==> src/rtl/cdq_pkg.sv <==
package cdq_pkg;

  localparam int KIND_W   = 3;
  localparam int VALUE_W  = 32;
  localparam int STATUS_W = 2;
  localparam int POS_W    = 4;
  localparam int OCC_W    = 5;

  localparam logic [KIND_W-1:0] KIND_PUSH_FRONT = 3'd0;
  localparam logic [KIND_W-1:0] KIND_PUSH_BACK  = 3'd1;
  localparam logic [KIND_W-1:0] KIND_POP_FRONT  = 3'd2;
  localparam logic [KIND_W-1:0] KIND_POP_BACK   = 3'd3;
  localparam logic [KIND_W-1:0] KIND_SEARCH     = 3'd4;
  localparam logic [KIND_W-1:0] KIND_SIZE       = 3'd5;

  localparam logic [STATUS_W-1:0] STATUS_OK        = 2'd0;
  localparam logic [STATUS_W-1:0] STATUS_EMPTY     = 2'd1;
  localparam logic [STATUS_W-1:0] STATUS_FULL      = 2'd2;
  localparam logic [STATUS_W-1:0] STATUS_NOT_FOUND = 2'd3;

  typedef struct packed {
    logic [STATUS_W-1:0]       status;
    logic signed [VALUE_W-1:0] removed_value;
    logic [POS_W-1:0]          found_position;
    logic [OCC_W-1:0]          occupancy;
  } cdq_result_t;

endpackage

==> src/rtl/cdq_if.sv <==
interface cdq_in_if;
  logic                               valid;
  logic                               ready;
  logic [cdq_pkg::KIND_W-1:0]         kind;
  logic signed [cdq_pkg::VALUE_W-1:0] value;

  modport source (output valid, kind, value, input ready);
  modport sink   (input valid, kind, value, output ready);
endinterface

interface cdq_out_if;
  logic                               valid;
  logic                               ready;
  logic [cdq_pkg::STATUS_W-1:0]       status;
  logic signed [cdq_pkg::VALUE_W-1:0] removed_value;
  logic [cdq_pkg::POS_W-1:0]          found_position;
  logic [cdq_pkg::OCC_W-1:0]          occupancy;

  modport source (output valid, status, removed_value, found_position, occupancy,
                  input ready);
  modport sink   (input valid, status, removed_value, found_position, occupancy,
                  output ready);
endinterface

==> src/rtl/circular_deque_with_search.sv <==
// Flow: push, size report and refused operations go from acceptance into the result
//   register or skid entry; a pop passes through S_POP for its one memory read; a search
//   steps through S_SRCH, one entry per step, until a match or the last occupied entry.
// No new transaction is taken before the last result is emitted; one read per search step.
// Reset (rst, synchronous): clears front index, entry count and handshake state at once;
//   the ring store is not cleared, only entries inside the occupied window are used.
module circular_deque_with_search #(
  parameter int DEPTH      = 16,
  parameter int WORD_WIDTH = 32
) (
  input  logic      clk,
  input  logic      rst,
  cdq_in_if.sink    in_ch,
  cdq_out_if.source out_ch
);

  // index and count widths
  localparam int IW = $clog2(DEPTH);
  localparam int CW = $clog2(DEPTH + 1);

  localparam logic [IW:0]   DEPTH_S = (IW + 1)'(DEPTH);
  localparam logic [CW-1:0] DEPTH_C = CW'(DEPTH);
  localparam logic [IW-1:0] LAST_I  = IW'(DEPTH - 1);

  // sequencer states
  localparam logic [1:0] S_IDLE = 2'd0;
  localparam logic [1:0] S_POP  = 2'd1;
  localparam logic [1:0] S_SRCH = 2'd2;

  // ring position of offset 'off' from 'base'; sum stays below 2*DEPTH
  function automatic logic [IW-1:0] wrap_add(logic [IW-1:0] base, logic [CW-1:0] off);
    logic [IW:0] sum;
    sum = (IW + 1)'(base) + (IW + 1)'(off);
    if (sum >= DEPTH_S) sum = sum - DEPTH_S;
    return sum[IW-1:0];
  endfunction

  function automatic logic [cdq_pkg::OCC_W-1:0] occ_field(logic [CW-1:0] c);
    logic [63:0] t;
    t = 64'(c);
    return t[cdq_pkg::OCC_W-1:0];
  endfunction

  function automatic logic [cdq_pkg::POS_W-1:0] pos_field(logic [IW-1:0] p);
    logic [63:0] t;
    t = 64'(p);
    return t[cdq_pkg::POS_W-1:0];
  endfunction

  // ring store: one write port, one registered read port
  logic [WORD_WIDTH-1:0] mem [DEPTH];
  logic [WORD_WIDTH-1:0] rdata;
  logic [IW-1:0]         raddr;
  logic [IW-1:0]         waddr;
  logic                  wr_en;

  // control state
  logic [1:0]            state, state_next;
  logic [IW-1:0]         front, front_next;
  logic [CW-1:0]         count, count_next;
  logic [IW-1:0]         rd_pos, rd_pos_next;
  logic [WORD_WIDTH-1:0] key, key_next;

  // result register plus one skid entry
  cdq_pkg::cdq_result_t  out_res, hold_res, emit_res;
  logic                  out_valid, hold_valid, emit, out_free;

  logic                  in_ready, acc;
  logic [CW-1:0]         off;
  logic [IW-1:0]         front_dec;
  logic [63:0]           value64, rdata64;
  logic [WORD_WIDTH-1:0] in_word;
  logic [cdq_pkg::VALUE_W-1:0] removed_word;
  logic                  is_full, is_empty;

  assign value64      = {32'd0, in_ch.value};
  assign in_word      = value64[WORD_WIDTH-1:0];
  assign rdata64      = 64'(rdata);
  assign removed_word = rdata64[cdq_pkg::VALUE_W-1:0];

  assign is_full   = (count == DEPTH_C);
  assign is_empty  = (count == '0);
  assign front_dec = (front == '0) ? LAST_I : front - IW'(1);

  // a new transaction is taken only in idle and while the skid entry is free,
  // so every result produced has a register to land in
  assign in_ready    = (state == S_IDLE) && !hold_valid;
  assign acc         = in_ch.valid && in_ready;
  assign in_ch.ready = in_ready;

  assign raddr = wrap_add(front, off);

  always_comb begin
    state_next  = state;
    front_next  = front;
    count_next  = count;
    rd_pos_next = rd_pos;
    key_next    = key;
    off         = '0;
    wr_en       = 1'b0;
    waddr       = raddr;
    emit        = 1'b0;
    emit_res    = '0;
    emit_res.status    = cdq_pkg::STATUS_OK;
    emit_res.occupancy = occ_field(count);

    unique case (state)
      S_IDLE: begin
        if (acc) begin
          unique case (in_ch.kind)
            cdq_pkg::KIND_PUSH_FRONT: begin
              emit = 1'b1;
              if (is_full) begin
                emit_res.status = cdq_pkg::STATUS_FULL;
              end else begin
                wr_en      = 1'b1;
                waddr      = front_dec;
                front_next = front_dec;
                count_next = count + CW'(1);
                emit_res.occupancy = occ_field(count + CW'(1));
              end
            end
            cdq_pkg::KIND_PUSH_BACK: begin
              emit = 1'b1;
              if (is_full) begin
                emit_res.status = cdq_pkg::STATUS_FULL;
              end else begin
                off        = count;
                wr_en      = 1'b1;
                count_next = count + CW'(1);
                emit_res.occupancy = occ_field(count + CW'(1));
              end
            end
            cdq_pkg::KIND_POP_FRONT: begin
              if (is_empty) begin
                emit            = 1'b1;
                emit_res.status = cdq_pkg::STATUS_EMPTY;
              end else begin
                // read uses the old front; the word arrives next cycle
                front_next = wrap_add(front, CW'(1));
                count_next = count - CW'(1);
                state_next = S_POP;
              end
            end
            cdq_pkg::KIND_POP_BACK: begin
              if (is_empty) begin
                emit            = 1'b1;
                emit_res.status = cdq_pkg::STATUS_EMPTY;
              end else begin
                off        = count - CW'(1);
                count_next = count - CW'(1);
                state_next = S_POP;
              end
            end
            cdq_pkg::KIND_SEARCH: begin
              if (is_empty) begin
                emit            = 1'b1;
                emit_res.status = cdq_pkg::STATUS_EMPTY;
              end else begin
                rd_pos_next = '0;
                key_next    = in_word;
                state_next  = S_SRCH;
              end
            end
            default: begin
              // size report, and the unused codes behave the same
              emit = 1'b1;
            end
          endcase
        end
      end
      S_POP: begin
        emit = 1'b1;
        emit_res.removed_value = removed_word;
        state_next = S_IDLE;
      end
      S_SRCH: begin
        // rdata holds entry rd_pos; the read for rd_pos + 1 goes out now
        off = CW'(rd_pos) + CW'(1);
        if (rdata == key) begin
          emit = 1'b1;
          emit_res.found_position = pos_field(rd_pos);
          state_next = S_IDLE;
        end else if (CW'(rd_pos) == count - CW'(1)) begin
          emit = 1'b1;
          emit_res.status = cdq_pkg::STATUS_NOT_FOUND;
          state_next = S_IDLE;
        end else begin
          rd_pos_next = rd_pos + IW'(1);
        end
      end
      default: begin
        state_next = S_IDLE;
      end
    endcase
  end

  always_ff @(posedge clk) begin
    if (wr_en) mem[waddr] <= in_word;
    rdata <= mem[raddr];
  end

  always_ff @(posedge clk) begin
    if (rst) begin
      state <= S_IDLE;
      front <= '0;
      count <= '0;
    end else begin
      state <= state_next;
      front <= front_next;
      count <= count_next;
    end
  end

  always_ff @(posedge clk) begin
    rd_pos <= rd_pos_next;
    key    <= key_next;
  end

  // output side: the skid entry drains into the result register first
  assign out_free = !out_valid || out_ch.ready;

  always_ff @(posedge clk) begin
    if (rst) begin
      out_valid  <= 1'b0;
      hold_valid <= 1'b0;
    end else if (out_free) begin
      if (hold_valid) begin
        out_valid  <= 1'b1;
        hold_valid <= emit;
      end else begin
        out_valid <= emit;
      end
    end else if (emit) begin
      hold_valid <= 1'b1;
    end
  end

  always_ff @(posedge clk) begin
    if (out_free) begin
      if (hold_valid) begin
        out_res  <= hold_res;
        hold_res <= emit_res;
      end else begin
        out_res <= emit_res;
      end
    end else if (emit) begin
      hold_res <= emit_res;
    end
  end

  assign out_ch.valid          = out_valid;
  assign out_ch.status         = out_res.status;
  assign out_ch.removed_value  = out_res.removed_value;
  assign out_ch.found_position = out_res.found_position;
  assign out_ch.occupancy      = out_res.occupancy;

  // checks
  a_skid_behind_out: assert property (@(posedge clk) disable iff (rst)
    hold_valid |-> out_valid)
    else $error("skid entry holds a result while the output register is empty");

  a_count_bound: assert property (@(posedge clk) disable iff (rst)
    count <= DEPTH_C)
    else $error("entry count exceeds depth");

  a_search_window: assert property (@(posedge clk) disable iff (rst)
    (state == S_SRCH) |-> (CW'(rd_pos) < count))
    else $error("search walked past the occupied window");

  a_search_frozen: assert property (@(posedge clk) disable iff (rst)
    (state == S_SRCH) |=> ($stable(front) && $stable(count)))
    else $error("ring pointers moved during a search");

endmodule

==> src/flat_wrapper.sv <==
// flat-port wrapper written by rule: the top's interface ports become plain ports
module circular_deque_with_search_flat 
#(
  parameter int DEPTH      = 16,
  parameter int WORD_WIDTH = 32
)
  (clk, rst, in_ch_valid, in_ch_kind, in_ch_value, in_ch_ready, out_ch_valid, out_ch_status, out_ch_removed_value, out_ch_found_position, out_ch_occupancy, out_ch_ready);
  cdq_in_if in_ch_i ();
  cdq_out_if out_ch_i ();
  input  logic clk;
  input  logic rst;
  input wire logic [$bits(in_ch_i.valid)-1:0] in_ch_valid;
  input wire logic [$bits(in_ch_i.kind)-1:0] in_ch_kind;
  input wire logic [$bits(in_ch_i.value)-1:0] in_ch_value;
  output wire logic [$bits(in_ch_i.ready)-1:0] in_ch_ready;
  output wire logic [$bits(out_ch_i.valid)-1:0] out_ch_valid;
  output wire logic [$bits(out_ch_i.status)-1:0] out_ch_status;
  output wire logic [$bits(out_ch_i.removed_value)-1:0] out_ch_removed_value;
  output wire logic [$bits(out_ch_i.found_position)-1:0] out_ch_found_position;
  output wire logic [$bits(out_ch_i.occupancy)-1:0] out_ch_occupancy;
  input wire logic [$bits(out_ch_i.ready)-1:0] out_ch_ready;
  assign in_ch_i.valid = in_ch_valid;
  assign in_ch_i.kind = in_ch_kind;
  assign in_ch_i.value = in_ch_value;
  assign in_ch_ready = in_ch_i.ready;
  assign out_ch_valid = out_ch_i.valid;
  assign out_ch_status = out_ch_i.status;
  assign out_ch_removed_value = out_ch_i.removed_value;
  assign out_ch_found_position = out_ch_i.found_position;
  assign out_ch_occupancy = out_ch_i.occupancy;
  assign out_ch_i.ready = out_ch_ready;
  circular_deque_with_search #(.DEPTH(DEPTH), .WORD_WIDTH(WORD_WIDTH)) u_core (.clk(clk), .rst(rst), .in_ch(in_ch_i), .out_ch(out_ch_i));
endmodule
==> config.mk <==
export PLATFORM = sky130hd
export DESIGN_NAME = circular_deque_with_search_flat
export DESIGN_NICKNAME = d
export VERILOG_FILES = /design/src/rtl/cdq_pkg.sv /design/src/rtl/cdq_if.sv /design/src/rtl/circular_deque_with_search.sv /design/src/flat_wrapper.sv
export SDC_FILE = /design/constraint.sdc
export NUM_CORES = 1
export LEC_CHECK = 0
export ABC_CLOCK_PERIOD_IN_PS = 16400
export BUFFER_PORTS_ARGS = -buffer_cell sky130_fd_sc_hd__buf_4
export CAP_MARGIN = 5
export CORE_UTILIZATION = 43
export DETAILED_ROUTE_END_ITERATION = 6
export PLACE_DENSITY = 0.64
export RECOVER_POWER = 100
export SLEW_MARGIN = 20
export SYNTH_ARGS = -nofsm -noshare
export SYNTH_HDL_FRONTEND = slang
export SYNTH_SLANG_ARGS = --single-unit
==> constraint.sdc <==
create_clock -name clk -period 16.4 [get_ports clk]
set_input_delay 2.46 -clock clk [delete_from_list [all_inputs] [get_ports clk]]
set_output_delay 2.46 -clock clk [all_outputs]
set_load 0.02 [all_outputs]
==> qor.yml, run 1 <==
n_fill_cell: 4944
drv_cap: 31
cp_slowest_cell: "clkbuf_1"
cts.sinks: 679
relSlewSlack_pct: -143
rows: 90
wire_per_inst_um: 24.4
syn_area_mm2: 0.0265
cp-start-kind: "flop"
synth_nets: 1352
period_share_pct: 62.0
grt_first_pass_wirelength_mm: 82.8
totalWireLength_mm: 55.1
intPower_mw: 2.91
crit_path_end_kind: "flop"
yosysUniqueCellTypes: 57
async_reset_ff_share_pct: 0
synth-seq-area-share_pct: 75.2
design.core.area_mm2: 0.0607
grt-ovfl-total: 0
start_util_pct: 43.7
p_total_mw: 3.71
finalMaxSlewViolations: 846
violations: "capacitance limit, slew limit"
fin_util_pct: 49.4
hold_buffers: 0
first_pass_iters: 4
max_freq_mhz: 98.4
max_stage_delay_ps: 2600
antenna_found_initial: 3
layout.nets: 1474
die_area_mm2: 0.0627
ys_top_cells_by_area: "edfxtp_1, mux4_2, mux2i_1, dfxtp_1, mux2_2"
fp.dieW_um: 250
p_seq_share_pct: 52.7
p_sw_mw: 0.807
clock_power_share_pct: 40.5
ys_ff_latch: 679
layout_min_cycle_time_ps: 10160
cts_tree: "built"
p_per_area_mw_per_mm2: 124
drive_gt1_share_pct: 19.5
yosysTopAreaCell: "edfxtp_1"
pin_count: 84
crit_type: "flop to flop"
syn_inst: 1301
cts_resized: 0
crit_path_cell_trace: "clkbuf_1 -> nor3_2 -> nand2_1 -> o22ai_1 -> ha_4 -> fa_1 -> xor2_4 -> clkbuf_1 -> nor3_1 -> mux2i_1 -> a21oi_4 -> clkbuf_1"
tightest_slew_ps: 3640
worstPathMaxFanout: 46
finalClockSkew_ps: 25.6
synthFlopType: "edfxtp_1"
dr_total_vias: 12500
cts-root-buf: "clkbuf_16"
status: "finished, violations left"
drc_errors: 0
antenna_cells: 0
final_cell_mix: "edfxtp_1, mux4_2, clkbuf_1"
viasPerCell: 5.54
hp-class: "flop to flop"
htree_levels: 3
comb_power_share_pct: 6.8
portBuffers: 83
worst_ep_required_time_ps: 16360
drt_iter0_drc: 830
max-clock-path-buffers: 3
ir_drop_uv: 72.7
ys.warnings.count: 0
numCtsBuffers: 69
post-place-cells: 2134
synth_top_area_share_pct: 71.8
total_leakage_power_nw: 9.46
syn2layout_area_growth_pct: 12.9
dp_hpwl_mm: 31.8
synth_edf_count: 634
cp.arrival_ps: 10120
fin_cells: 2261
finalHoldViolations: 0
clkTransAtPathRegs_ps: 60
rsz0062_at_grt: "no"
crit_top_cell: "clkbuf_1"
post-cts-setup-buffers: 0
syn_avg_cell_area_um2: 20.4
p_sw_share_pct: 21.7
final_common_cell: "edfxtp_1"
first_global_vias: 13000
ant_nets: 0
grt_use_total_pct: 17.9
gp_congestion: 0.788
setup_viol: 0
clkLatencyLatePin_ps: 600
final.setup.tns_ps: 0
grt_max_degree: 58
chipHeight_um: 250
[stage by stage]
stage                     hold WS [ps]  worst slack, ps  cell area (um2)
after CTS                          527             9720            30500
after global placement             515             9230            28300
after global routing               560             5390            30000
after detailed placement           514             9110            28300
after floorplan                    498             9490            26500
final                              527             6240            30000
[power groups by stage]
stage	Sequential (mW)	Combinational, mW	Clock (mW)
floorplan	1.99	0.161	0
global placement	1.99	0.260	0
detailed placement	1.99	0.264	0
CTS	1.96	0.265	1.54
global route	1.96	0.274	1.60
finish	1.96	0.253	1.50
[cells in the mapped netlist, types with 2 or more instances]
library cell	instances
nor3_1	11
buf_6	4
edfxtp_1	634
a21o_1	5
mux4_2	128
nor2_1	25
o22ai_1	5
buf_2	12
xnor2_1	45
inv_1	11
nor3b_1	3
a21oi_1	29
a221oi_1	2
mux2_2	40
or4_1	2
a211oi_1	2
o31ai_1	7
nor4_1	4
nand3_1	7
and2_1	36
or3_1	3
nor2b_1	4
xor2_1	4
nand4_1	14
nor3_2	2
nand2_1	23
ha_1	11
clkbuf_1	38
o21ai_0	7
nand2b_1	4
mux2i_1	104
buf_1	6
dfxtp_1	45
[sequential cells by signal, summed over array words and instances, names as in the netlist]
| register | flops |
|---|---|
| u_core.out_ch.removed_value | 32 |
| u_core.out_ch.valid | 1 |
| u_core.out_ch.occupancy | 5 |
| u_core.state | 2 |
| u_core.front | 4 |
| u_core.rdata | 32 |
| u_core.out_ch.found_position | 4 |
| u_core.out_ch.status | 2 |
| u_core.rd_pos | 4 |
| u_core.hold_valid | 1 |
| u_core.count | 5 |
| u_core.key | 32 |
| u_core.hold_res | 43 |
| u_core.mem | 512 |
[logic make-up after synthesis]
logic type | count (synthesis) | synth area share, %
adder cells (fa/ha/maj) | 12 | 0.594
multiplexers | 272 | 16.5
flip-flops | 679 | 75.2
AO/OA/AOI/OAI | 70 | 1.74
AND/OR/NAND/NOR | 147 | 3.15
XOR/XNOR | 50 | 1.68
buffers and inverters | 71 | 1.17
[path summary, 6_finish.rpt]
kind,start,endpoint,slack (ps),cells after the start
worst max-delay path,u_core.hold_valid,u_core.mem[10][14],6240,12
worst min-delay path,u_core.hold_res[8],u_core.out_ch.found_position[3],530,2
worst max register to register,u_core.hold_valid,u_core.mem[10][14],6240,12
worst min register to register,u_core.hold_res[8],u_core.out_ch.found_position[3],530,2
[routing by layer]
layer	up-vias	global-route usage (%)	routed length [um]
li1	5528	-	-
met1	6554	24.2	23800
met2	350	29.5	27300
met3	86	3.42	2860
met4	4	5.17	1240
met5	-	0	19
[layout make-up]
| cell class | instances | area (um2) | area share (%) |
|---|---|---|---|
| clock buffer | 96 | 1910 | 6.38 |
| sequential | 679 | 19900 | 66.6 |
| multi-input combinational | 551 | 6400 | 21.4 |
| inverter | 11 | 41.3 | 0.138 |
| tap | 782 | 978 | 3.27 |
| clock inverter | 31 | 244 | 0.814 |
| timing repair buffer | 111 | 447 | 1.49 |
[worst max-delay path, delay by kind of cell (launching register included)]
family | cells | cell delay, ps
buffers and inverters | 3 | 5290
muxes | 1 | 860
DFF | 1 | 840
xor gates and xnor gates | 1 | 790
and+or+nand+nor | 3 | 700
adders and majority gates | 2 | 700
AOI/OAI and AO/OA | 2 | 280
No activity file was read; power rests on OpenSTA's default activity.
==> run 2, diff against run 1 <==
--- a/config.mk
+++ b/config.mk
@@ -5,12 +5,12 @@
 export SDC_FILE = /design/constraint.sdc
 export NUM_CORES = 1
 export LEC_CHECK = 0
-export ABC_CLOCK_PERIOD_IN_PS = 16400
+export ABC_CLOCK_PERIOD_IN_PS = 8730
 export BUFFER_PORTS_ARGS = -buffer_cell sky130_fd_sc_hd__buf_4
 export CAP_MARGIN = 5
 export CORE_UTILIZATION = 43
 export DETAILED_ROUTE_END_ITERATION = 6
-export PLACE_DENSITY = 0.64
+export PLACE_DENSITY = 0.66
 export RECOVER_POWER = 100
 export SLEW_MARGIN = 20
 export SYNTH_ARGS = -nofsm -noshare
==> constraint.sdc (replaced) <==
create_clock -name clk -period 8.73 [get_ports clk]
set_input_delay 1.3095 -clock clk [delete_from_list [all_inputs] [get_ports clk]]
set_output_delay 1.3095 -clock clk [all_outputs]
set_load 0.02 [all_outputs]
==> run 2 against run 1 <==
Effect of this change:
- critical path depth fell by 4
- core utilization grew 0.20 points
- cell area up 0.40%
- non-clock buffer count rose by 1
- clock skew down 9.9 ps
- worst setup slack got worse by 4400 ps
- clock-buffer cell count stayed put
- power rose by 89%
- the run still ends with capacitance limit, slew limit left
- wire length up 3.4%
==> qor.yml, run 2 (synthesis gave the netlist of run 1 again) <==
largest_register_ffs: 512  # unchanged
finalClockSkew_ps: 15.8  # -9.86 ps
gp_congestion: 0.778  # -1.2%
post-place-cells: 2135  # +0.047%
max-clock-path-buffers: 3  # unchanged
final_common_cell: "edfxtp_1"
cts_tree: "built"
ant_nets: 0  # unchanged
cts.sinks: 679  # unchanged
top_regs: "u_core.mem: 512 flops, u_core.hold_res: 43 flops"
whs_endpoint: "u_core.out_ch.found_position[3]"
design.core.area_mm2: 0.0607  # unchanged
worst_ep_required_time_ps: 8920  # -7440 ps
drc_errors: 0  # unchanged
finalHoldViolations: 0  # unchanged
hold_buffers: 0  # unchanged
registers.top_by_ff_count: "u_core.mem"
grt_first_pass_wirelength_mm: 84.8  # +2.4%
rr_endpoint: "u_core.mem[3][13]"
crit_path_end_kind: "flop"
rows: 90  # unchanged
period_share_pct: 79.2
first_pass_iters: 5  # +1
tightest_slew_ps: 3050  # -588 ps
worstPathMaxFanout: 17  # -63%
fp.dieW_um: 250  # unchanged
n_fill_cell: 4873  # -1.4%
chipHeight_um: 250  # unchanged
post-cts-setup-buffers: 0  # unchanged
totalWireLength_mm: 57.0  # +3.4%
rsz0062_at_grt: "no"
min_path_cells: 2  # unchanged
reg2regPathDepth: 14  # +2
pin_count: 84  # unchanged
wire_per_inst_um: 25.2  # +3.3%
grt_max_degree: 67  # +16%
hp-start: "u_core.hold_res[8]"
seq_area_mm2: 0.0199  # about the same
drive_gt1_share_pct: 21.4  # +1.9 points
numCtsBuffers: 69  # unchanged
layout_min_cycle_time_ps: 6920
regToRegSetupSlack_ps: 1860  # -4380 ps
setup_viol: 0  # unchanged
cp-start-kind: "input port"
worst_hold_slack_ps: 532  # +5.02 ps
clkTransAtPathRegs_ps: 60  # about the same
first_global_vias: 13100  # +0.55%
timing.final.ws_setup_ps: 1810  # -4430 ps
p_per_area_mw_per_mm2: 234  # +89%
drt_iter0_drc: 874  # +5.3%
final_cell_mix: "edfxtp_1, mux4_2, mux2i_1"
start_util_pct: 43.7  # unchanged
drv_cap: 14  # -55%
portBuffers: 83  # unchanged
syn2layout_area_growth_pct: 13.4
finalMaxSlewViolations: 331  # -61%
fin_cells: 2263  # +0.088%
antenna_found_initial: 3  # unchanged
final.setup.tns_ps: 0  # unchanged
dp_hpwl_mm: 32.3  # +1.4%
grt_use_total_pct: 18.5  # +0.58 points
die_area_mm2: 0.0627  # unchanged
htree_levels: 3  # unchanged
total_leakage_power_nw: 9.57  # +1.2%
viasPerCell: 5.59  # +0.88%
dp_slack_ps: 2900  # -6210 ps
status: "finished, violations left"
cts_resized: 0  # unchanged
hp-class: "flop to flop"
cts-root-buf: "clkbuf_16"
violations: "capacitance limit, slew limit"
layout.nets: 1475  # +0.068%
clkLatencyLatePin_ps: 600  # about the same
relSlewSlack_pct: -103  # +39 points
multi_input_area_mm2: 0.00636  # -0.53%
ir_drop_uv: 138  # +90%
grt-ovfl-total: 0  # unchanged
dr_total_vias: 12600  # +0.97%
rr_startpoint: "u_core.count[0]"
cp.arrival_ps: 7110  # -3010 ps
crit_type: "input port to flop"
max_freq_mhz: 145
[run 2: worst max-delay path by stage]
stage / from / to / slack (ps) / cells after the start
after detailed placement: in_ch_kind[1] / u_core.mem[5][28] / 2900 / 11
after floorplan: in_ch_kind[1] / u_core.mem[10][0] / 2970 / 12
after global placement: in_ch_kind[1] / u_core.rdata[11] / 2950 / 12
after CTS: u_core.count[0] / u_core.rdata[11] / 3070 / 13
after global routing: u_core.count[0] / u_core.mem[13][5] / 1440 / 12
final: in_ch_valid / u_core.mem[13][5] / 1810 / 8
[run 2: cell type report]
| class | instances | share of cell area, % |
|---|---|---|
| sequential | 679 | 66.3 |
| multi-input combinational | 551 | 21.2 |
| clock buffer | 96 | 6.45 |
| tap | 782 | 3.25 |
| timing repair buffer | 112 | 1.77 |
| clock inverter | 31 | 0.924 |
| inverter | 11 | 0.137 |
| antenna | 1 | 0.00832 |
[run 2: through the flow]
stage	total power, mW	utilization, %	instance area [um2]
finish	7.04	49.6	30100
global route	7.24	49.6	30100
CTS	7.12	50.3	30500
detailed placement	4.24	46.7	28300
global placement	4.24	46.7	28300
floorplan	4.05	-	26500
[run 2: worst max-delay path, stage by stage]
cell and delay [ps]:
clkbuf_1 120, nor4b_1 1090, a21o_1 270, fa_4 640, mux2i_1 270, nand4_1 360
a21oi_1 1880, clkbuf_1 1130
[run 2: where the power goes]
part	switching (mW)	internal, mW	total, mW
clock network	1.21	1.68	2.89
logic	0.277	0.191	0.468
registers	0.0480	3.63	3.68
[run 2: metal layers]
metal	vias to the layer above	part of all wire [%]	wire (um)	GRT usage (%)
met2	371	49	28100	30.2
li1	5536	-	-	-
met1	6658	43	24700	25.3
met5	-	0	0	0
met3	78	5.4	3090	3.60
met4	0	2.1	1210	5.36
